### config.mk
export PLATFORM = sky130hd
export DESIGN_NAME = centered_fir_shift_normalize_top
export DESIGN_NICKNAME = d
export VERILOG_FILES = /design/src/cfsn_pkg.sv /design/src/centered_fir_shift_normalize_top.sv /design/src/cfsn_pipe.sv
export SDC_FILE = /design/constraint.sdc
export NUM_CORES = 2
export LEC_CHECK = 0
export BUFFER_PORTS_ARGS = -buffer_cell sky130_fd_sc_hd__buf_2
export CORE_ASPECT_RATIO = 1.1
export CORE_MARGIN = 4
export CORE_UTILIZATION = 60
export DETAILED_ROUTE_END_ITERATION = 12
export PLACE_DENSITY = 0.86
export SYNTH_ARGS = -nofsm -noshare
export SYNTH_HDL_FRONTEND = slang
export SYNTH_SLANG_ARGS = --single-unit
export TNS_END_PERCENT = 50
### constraint.sdc
create_clock -name i_clk -period 24.1 [get_ports i_clk]
set_input_delay 2.41 -clock i_clk [delete_from_list [all_inputs] [get_ports i_clk]]
set_output_delay 2.41 -clock i_clk [all_outputs]
set_load 0.02 [all_outputs]
### src/cfsn_pkg.sv
// ---------------------------------------------------------------------------
// cfsn_pkg
// Types, register codes and the normalize/saturate function shared by the
// centered FIR block.
// ---------------------------------------------------------------------------
`default_nettype none

package cfsn_pkg;

    localparam int WIN_TAPS = 7;
    localparam int ADDR_W   = 5;
    localparam int DATA_W   = 32;
    localparam int SUM_W    = 19;
    localparam int NORM_W   = 21;

    localparam logic [1:0] HALF_W = 2'd3;

    // register indexes
    localparam logic [2:0] REG_MODE   = 3'd0;
    localparam logic [2:0] REG_COEFF0 = 3'd1;

    // filter modes
    localparam logic MODE_5TAP = 1'b0;
    localparam logic MODE_7TAP = 1'b1;

    typedef logic signed [7:0]  t_sample;
    typedef logic signed [15:0] t_prod;
    typedef logic signed [SUM_W-1:0] t_sum;
    typedef t_sample [WIN_TAPS-1:0] t_win;

    typedef struct packed {
        logic last;
        logic mode;
    } t_evt;

    // Divide by about 12 (five taps) or 60 (seven taps), correct negative
    // sums, saturate to eight bits.
    function automatic t_sample fn_norm(input t_sum sum, input logic mode);
        logic signed [NORM_W-1:0] x;
        logic signed [NORM_W-1:0] r;
        x = signed'({{(NORM_W-SUM_W){sum[SUM_W-1]}}, sum});
        if (mode == MODE_5TAP) begin
            r = (x >>> 4) + (x >>> 6) + (x >>> 8) + (x >>> 10);
            if (sum[SUM_W-1]) begin
                r = r + NORM_W'(4);
            end
        end else begin
            r = (x >>> 6) + (x >>> 10);
            if (sum[SUM_W-1]) begin
                r = r + NORM_W'(2);
            end
        end
        if (r > NORM_W'(127)) begin
            r = NORM_W'(127);
        end else if (r < -NORM_W'(128)) begin
            r = -NORM_W'(128);
        end
        return r[7:0];
    endfunction

endpackage

`default_nettype wire

### src/centered_fir_shift_normalize_top.sv
// ---------------------------------------------------------------------------
// centered_fir_shift_normalize_top
// Centered FIR filter (7-sample window, five or seven taps) with shift
// normalization and saturation, one filtered sample per input sample, configured over APB.
// ---------------------------------------------------------------------------
//
//  Channel   Direction  Handshake             Payload
//  -------   ---------  --------------------  ---------------------------------
//  sample    in         i_valid / o_ready     i_sample_in, i_last_sample
//  result    out        o_valid / i_ready     o_filtered_value, o_last_result
//  config    in         psel/penable/pready   paddr, pwrite, pwdata, prdata
//
//  One sample transaction per cycle while o_ready is high; a result passes
//  the product and sum stages into the output register and can be taken at
//  the next edge, when not stalled.
//  A sample marked last flushes up to three pending results (one step each,
//  the window slider being the single producer), with o_ready low.
//  Reset is synchronous, active low, and clears the window, warm-up count,
//  flush state, registers and all stage valid bits.
//  A stall on the result side backs up stage by stage; bubbles still fill.
//
`default_nettype none

module centered_fir_shift_normalize_top import cfsn_pkg::*; (
    input  wire logic              i_clk,
    input  wire logic              i_rst_n,
    // APB configuration port
    input  wire logic              psel,
    input  wire logic              penable,
    input  wire logic              pwrite,
    input  wire logic [ADDR_W-1:0] paddr,
    input  wire logic [DATA_W-1:0] pwdata,
    output logic      [DATA_W-1:0] prdata,
    output logic                   pready,
    // sample channel
    input  wire logic              i_valid,
    output logic                   o_ready,
    input  wire logic signed [7:0] i_sample_in,
    input  wire logic              i_last_sample,
    // result channel
    output logic                   o_valid,
    input  wire logic              i_ready,
    output logic signed [7:0]      o_filtered_value,
    output logic                   o_last_result
);

    // configuration registers
    logic        r_mode;
    t_win        r_coeff;

    // window slider state
    t_win        r_win;
    logic [1:0]  r_warm;   // samples seen, saturating at three
    logic [1:0]  r_fcnt;   // flush results still to produce
    logic [1:0]  r_lead;   // zero shifts before the next flush result

    t_win        n_win;
    logic [1:0]  n_warm, n_fcnt, n_lead;

    logic        evt_ready;
    logic        evt_valid;
    t_evt        evt;
    t_win        evt_win;
    t_win        win_in;
    t_win        win_fl;
    logic        acc;
    logic        fstep;
    logic [2:0]  reg_idx;
    logic [3:0]  src_idx;

    // -----------------------------------------------------------------------
    // APB: write on the access phase, read back any register
    // -----------------------------------------------------------------------
    assign pready  = 1'b1;
    assign reg_idx = paddr[ADDR_W-1:2];

    always_ff @(posedge i_clk) begin
        if (!i_rst_n) begin
            r_mode  <= MODE_5TAP;
            r_coeff <= '0;
        end else if (psel && penable && pwrite && pready) begin
            case (reg_idx)
                REG_MODE: r_mode <= pwdata[0];
                default:  r_coeff[reg_idx - REG_COEFF0] <= pwdata[7:0];
            endcase
        end
    end

    always_comb begin
        case (reg_idx)
            REG_MODE: prdata = {{(DATA_W-1){1'b0}}, r_mode};
            default:  prdata = {{(DATA_W-8){r_coeff[reg_idx - REG_COEFF0][7]}},
                                r_coeff[reg_idx - REG_COEFF0]};
        endcase
    end

    // -----------------------------------------------------------------------
    // Window slider: take samples, then drain pending results with zeros
    // -----------------------------------------------------------------------

    // hold off new samples while flushing or while the pipe is full
    assign o_ready = (r_fcnt == 2'd0) && evt_ready;
    assign acc     = i_valid && o_ready;
    assign fstep   = (r_fcnt != 2'd0) && evt_ready;

    always_comb begin
        // advance by one with the incoming sample at the newest position
        for (int k = 0; k < WIN_TAPS - 1; k++) begin
            win_in[k] = r_win[k+1];
        end
        win_in[WIN_TAPS-1] = i_sample_in;

        // advance by the lead count with zeros shifted in
        for (int k = 0; k < WIN_TAPS; k++) begin
            src_idx = 4'(k) + {2'b00, r_lead};
            if (src_idx < 4'(WIN_TAPS)) begin
                win_fl[k] = r_win[src_idx[2:0]];
            end else begin
                win_fl[k] = '0;
            end
        end
    end

    always_comb begin
        n_win     = r_win;
        n_warm    = r_warm;
        n_fcnt    = r_fcnt;
        n_lead    = r_lead;
        evt_valid = 1'b0;
        evt_win   = win_in;
        evt.last  = 1'b0;
        evt.mode  = r_mode;

        if (acc) begin
            n_win = win_in;
            if (r_warm == HALF_W) begin
                // warm-up done: result centered three samples back
                evt_valid = 1'b1;
            end else begin
                n_warm = r_warm + 2'd1;
            end
            if (i_last_sample) begin
                n_warm = 2'd0;
                if (r_warm == HALF_W) begin
                    n_fcnt = HALF_W;
                    n_lead = 2'd1;
                end else begin
                    // short sequence: jump straight to the first centered view
                    n_fcnt = r_warm + 2'd1;
                    n_lead = HALF_W - r_warm;
                end
            end
        end else if (fstep) begin
            evt_valid = 1'b1;
            evt_win   = win_fl;
            evt.last  = (r_fcnt == 2'd1);
            n_fcnt    = r_fcnt - 2'd1;
            n_lead    = 2'd1;
            // drop the window once the sequence has drained
            n_win     = (r_fcnt == 2'd1) ? '0 : win_fl;
        end
    end

    always_ff @(posedge i_clk) begin
        if (!i_rst_n) begin
            r_win  <= '0;
            r_warm <= 2'd0;
            r_fcnt <= 2'd0;
            r_lead <= 2'd0;
        end else begin
            r_win  <= n_win;
            r_warm <= n_warm;
            r_fcnt <= n_fcnt;
            r_lead <= n_lead;
        end
    end

    // -----------------------------------------------------------------------
    // Multiply, sum, normalize and saturate
    // -----------------------------------------------------------------------
    cfsn_pipe u_pipe (
        .i_clk       (i_clk),
        .i_rst_n     (i_rst_n),
        .i_evt_valid (evt_valid),
        .i_evt       (evt),
        .i_win       (evt_win),
        .i_coeff     (r_coeff),
        .o_evt_ready (evt_ready),
        .o_valid     (o_valid),
        .i_ready     (i_ready),
        .o_value     (o_filtered_value),
        .o_last      (o_last_result)
    );

endmodule

`default_nettype wire

### src/cfsn_pipe.sv
// ---------------------------------------------------------------------------
// cfsn_pipe
// Multiply, sum and normalize pipeline: product stage, sum stage and output
// register, each stage moving on its own when the next one has room.
// ---------------------------------------------------------------------------
`default_nettype none

module cfsn_pipe import cfsn_pkg::*; (
    input  wire logic    i_clk,
    input  wire logic    i_rst_n,
    input  wire logic    i_evt_valid,
    input  wire t_evt    i_evt,
    input  wire t_win    i_win,
    input  wire t_win    i_coeff,
    output logic         o_evt_ready,
    output logic         o_valid,
    input  wire logic    i_ready,
    output t_sample      o_value,
    output logic         o_last
);

    logic                r_p_valid;
    t_evt                r_p_evt;
    t_prod [WIN_TAPS-1:0] r_prod;
    logic                r_s_valid;
    t_evt                r_s_evt;
    t_sum                r_sum;
    logic                r_o_valid;
    t_sample             r_o_value;
    logic                r_o_last;

    logic                o_en, s_en, p_en;
    t_prod [WIN_TAPS-1:0] n_prod;
    t_sum                n_sum;

    assign o_en        = !r_o_valid || i_ready;
    assign s_en        = !r_s_valid || o_en;
    assign p_en        = !r_p_valid || s_en;
    assign o_evt_ready = p_en;

    always_comb begin
        for (int k = 0; k < WIN_TAPS; k++) begin
            n_prod[k] = 16'(i_win[k]) * 16'(i_coeff[k]);
        end
        // outer taps drop out in five-tap mode
        if (i_evt.mode == MODE_5TAP) begin
            n_prod[0]          = '0;
            n_prod[WIN_TAPS-1] = '0;
        end
    end

    always_comb begin
        n_sum = '0;
        for (int k = 0; k < WIN_TAPS; k++) begin
            n_sum = n_sum + SUM_W'(r_prod[k]);
        end
    end

    always_ff @(posedge i_clk) begin
        if (!i_rst_n) begin
            r_p_valid <= 1'b0;
            r_s_valid <= 1'b0;
            r_o_valid <= 1'b0;
        end else begin
            if (p_en) begin
                r_p_valid <= i_evt_valid;
            end
            if (s_en) begin
                r_s_valid <= r_p_valid;
            end
            if (o_en) begin
                r_o_valid <= r_s_valid;
            end
        end
    end

    always_ff @(posedge i_clk) begin
        if (p_en && i_evt_valid) begin
            r_prod  <= n_prod;
            r_p_evt <= i_evt;
        end
        if (s_en && r_p_valid) begin
            r_sum   <= n_sum;
            r_s_evt <= r_p_evt;
        end
        if (o_en && r_s_valid) begin
            r_o_value <= fn_norm(r_sum, r_s_evt.mode);
            r_o_last  <= r_s_evt.last;
        end
    end

    assign o_valid = r_o_valid;
    assign o_value = r_o_value;
    assign o_last  = r_o_last;

endmodule

`default_nettype wire

==> run_results.csv <==
group,metric,value,unit
synth,synth_edf_count,140,
synth,synth-main-ff-cell,"edfxtp_1",
clocking,clk_pin_slew,0.06,ns
placement,io_buffers,69,
sta,report.final.slew_viol_count,0,
synth,synth_area,0.0354,mm2
detailed_routing,wl_per_cell,20.0,um
detailed_routing,drt_iter0_markers,2798,
synth,async_flop_share,0,
sta,tightest_slew,1.26,ns
floorplan,io_pins,97,
sta,fin_crit,9.39,ns
layout,instances_no_fill,4475,
detailed_routing,ant_nets,0,
sta,finalSetupViolCount,0,
synth,syn_inst,3717,
sta,skew,0.0219,ns
critical_path,crit_path_max_incr_delay,0.84,ns
clocking,clock_sinks,262,
synth,synth-seq-area-share,0.188,
critical_path,cp-start-kind,"input pin",
detailed_routing,wl_met2,41700,um
clocking,cts_buffers,31,
floorplan,start_util,0.605,
clocking,cts_hold_buf,0,
sta,fin_crit_sh,0.390,
clocking,cts_max_level,1,
floorplan,die_w,239,um
sta,hold_viol,0,
placement,dp.cells,4414,
placement,gp_congestion,0.956,
synth,synth_top_area_share,0.266,
outcome,outcome,"complete, no violations",
sta,setup_tns,0,ns
synth,synthDistinctLibCells,101,
global_routing,grt_pass1_wl,145000,um
global_routing,grt_max_degree,123,
critical_path,critPathTopFamily,"adder cells",
placement,dp_worst_setup_slack,14.31,ns
clocking,postCtsSetupBuffers,0,
detailed_routing,via_per_inst,5.99,
placement,post-dp-hpwl,70700,um
sta,fin_ws,14.71,ns
floorplan,rows,93,
clocking,cts_resized,0,
floorplan,die_y,263,um
synth,synth_area_leaders,"fa_1, edfxtp_1, ha_1",
critical_path,path_common_cell,"fa_1",
synth,syn_nets,4530,
synth,yosysWarnings,0,
layout,final_common_cell,"inv_1",
clocking,clockBufferDepth,3,
sta,rsz0062_at_grt,"no",
clocking,insertion_delay,0.60,ns
floorplan,dieArea,0.0629,mm2
global_routing,track_usage,0.288,
run,maxCapViolCount,0,
critical_path,critPathArrivalTime,9.74,ns
critical_path,required,24.45,ns
clocking,root_buffer,"clkbuf_16",
critical_path,endpoint_kind,"register",
detailed_routing,wl_met3,8750,um
critical_path,slowest_stage,"a22oi_1",
detailed_routing,dr.max_layer_used,"met5",
synth,yosysTopAreaCell,"fa_1",
clocking,cts_tree,"built",
synth,ys_ff_latch,262,
synth,postSynthAreaPerCell,9.51,um2
floorplan,core,0.0584,mm2
critical_path,crit_fanout,85,
detailed_routing,drt_first_pass_iters,9,
critical_path,cp_num_buf_inv,5,
layout,final_nets,4500,
detailed_routing,num_vias,26819,
sta,slew_headroom,0.158,
global_routing,overflow,0,
global_routing,grt_pass1_vias,27813,
detailed_routing,wl_met1,33600,um
detailed_routing,drc,0,
layout,final_cell_mix,"inv_1, fa_1, nand2_1, ha_1, and2_1",
min_path,hp-class,"register to register",
detailed_routing,drt-total-wl,89500,um
global_routing,grt_antenna_before_repair,7,
layout,layout-drive-gt1-share,0.0671,
layout,area_growth,5.13,%
critical_path,setup.worst_path.class,"input pin to register",
sta,clock.fmax,106,MHz
cell families after synthesis:
| logic type | count (synthesis) | share of synthesized area |
|---|---|---|
| AND/OR/NAND/NOR | 1088 | 0.160 |
| adder cells (fa/ha/maj) | 760 | 0.368 |
| buffers and inverters | 720 | 0.0809 |
| AO/OA/AOI/OAI | 552 | 0.101 |
| flip-flops | 262 | 0.188 |
| XOR/XNOR | 185 | 0.0464 |
| multiplexers | 149 | 0.0552 |
| other | 1 | 0.000106 |
stage by stage:
stage | instance area [um2] | utilization | hold WS, ns
floorplan | 35400 | - | 0.400
global placement | 36100 | 0.618 | 0.415
detailed placement | 36100 | 0.618 | 0.420
CTS | 37200 | 0.636 | 0.419
global route | 37200 | 0.636 | 0.424
finish | 37200 | 0.636 | 0.410
layer usage:
| layer | vias to the layer above | track usage |
|---|---|---|
| met4 | 4 | 0.132 |
| li1 | 12091 | - |
| met3 | 323 | 0.0642 |
| met1 | 13131 | 0.364 |
| met2 | 1270 | 0.472 |
| met5 | - | 0 |
path summary, 6_finish.rpt:
path	from	end	slack (ns)	cells past startpoint
worst max-delay path	i_ready	u_pipe.r_prod[31]	14.71	25
worst min-delay path	u_pipe.r_s_evt[1]	u_pipe.o_last	0.41	0
worst max register to register	u_pipe.o_valid	u_pipe.r_prod[31]	16.28	24
worst min register to register	u_pipe.r_s_evt[1]	u_pipe.o_last	0.41	0
layout make-up:
cell class	count	area [um2]
clock inverters	9	56.3
well taps	760	951
multi-input cells	2735	25900
inverters	564	2120
repair buffers	93	526
diodes	5	12.5
flip-flops and latches	262	6650
fillers	4450	21200
clock buffers	47	981
cells in the mapped netlist, drive strengths merged (122+ instances only):
cell type	instances
and2	269
fa	469
nor2b	145
xnor2	143
inv	562
dfxtp	122
o21ai	151
nor2	141
a21oi	163
edfxtp	140
ha	291
nand2	317
worst register-to-register path: cells and delay by family, from the launching register on:
kind / cells / cell delay, ns
AO/OA/AOI/OAI: 8 / 2.45
adder cells (fa/ha/maj): 5 / 2.44
AND/OR/NAND/NOR: 6 / 1.13
buffers and inverters: 4 / 1.09
flip-flops: 1 / 0.32
XOR/XNOR: 1 / 0.15
flip-flops by register name, indices dropped and copies added (netlist names):
register and cells:
u_pipe.r_s_evt 2, r_fcnt 2, u_pipe.r_sum 15, u_pipe.r_prod 112, r_mode 1, u_pipe.o_last 1, r_coeff 56, r_win 56
u_pipe.o_value 8, r_lead 2, u_pipe.r_s_valid 1, u_pipe.r_p_evt 2, u_pipe.r_p_valid 1, r_warm 2, u_pipe.o_valid 1
Power is not shown: default switching activity piles up to over one toggle a cycle in this logic, so the estimate is an artifact.
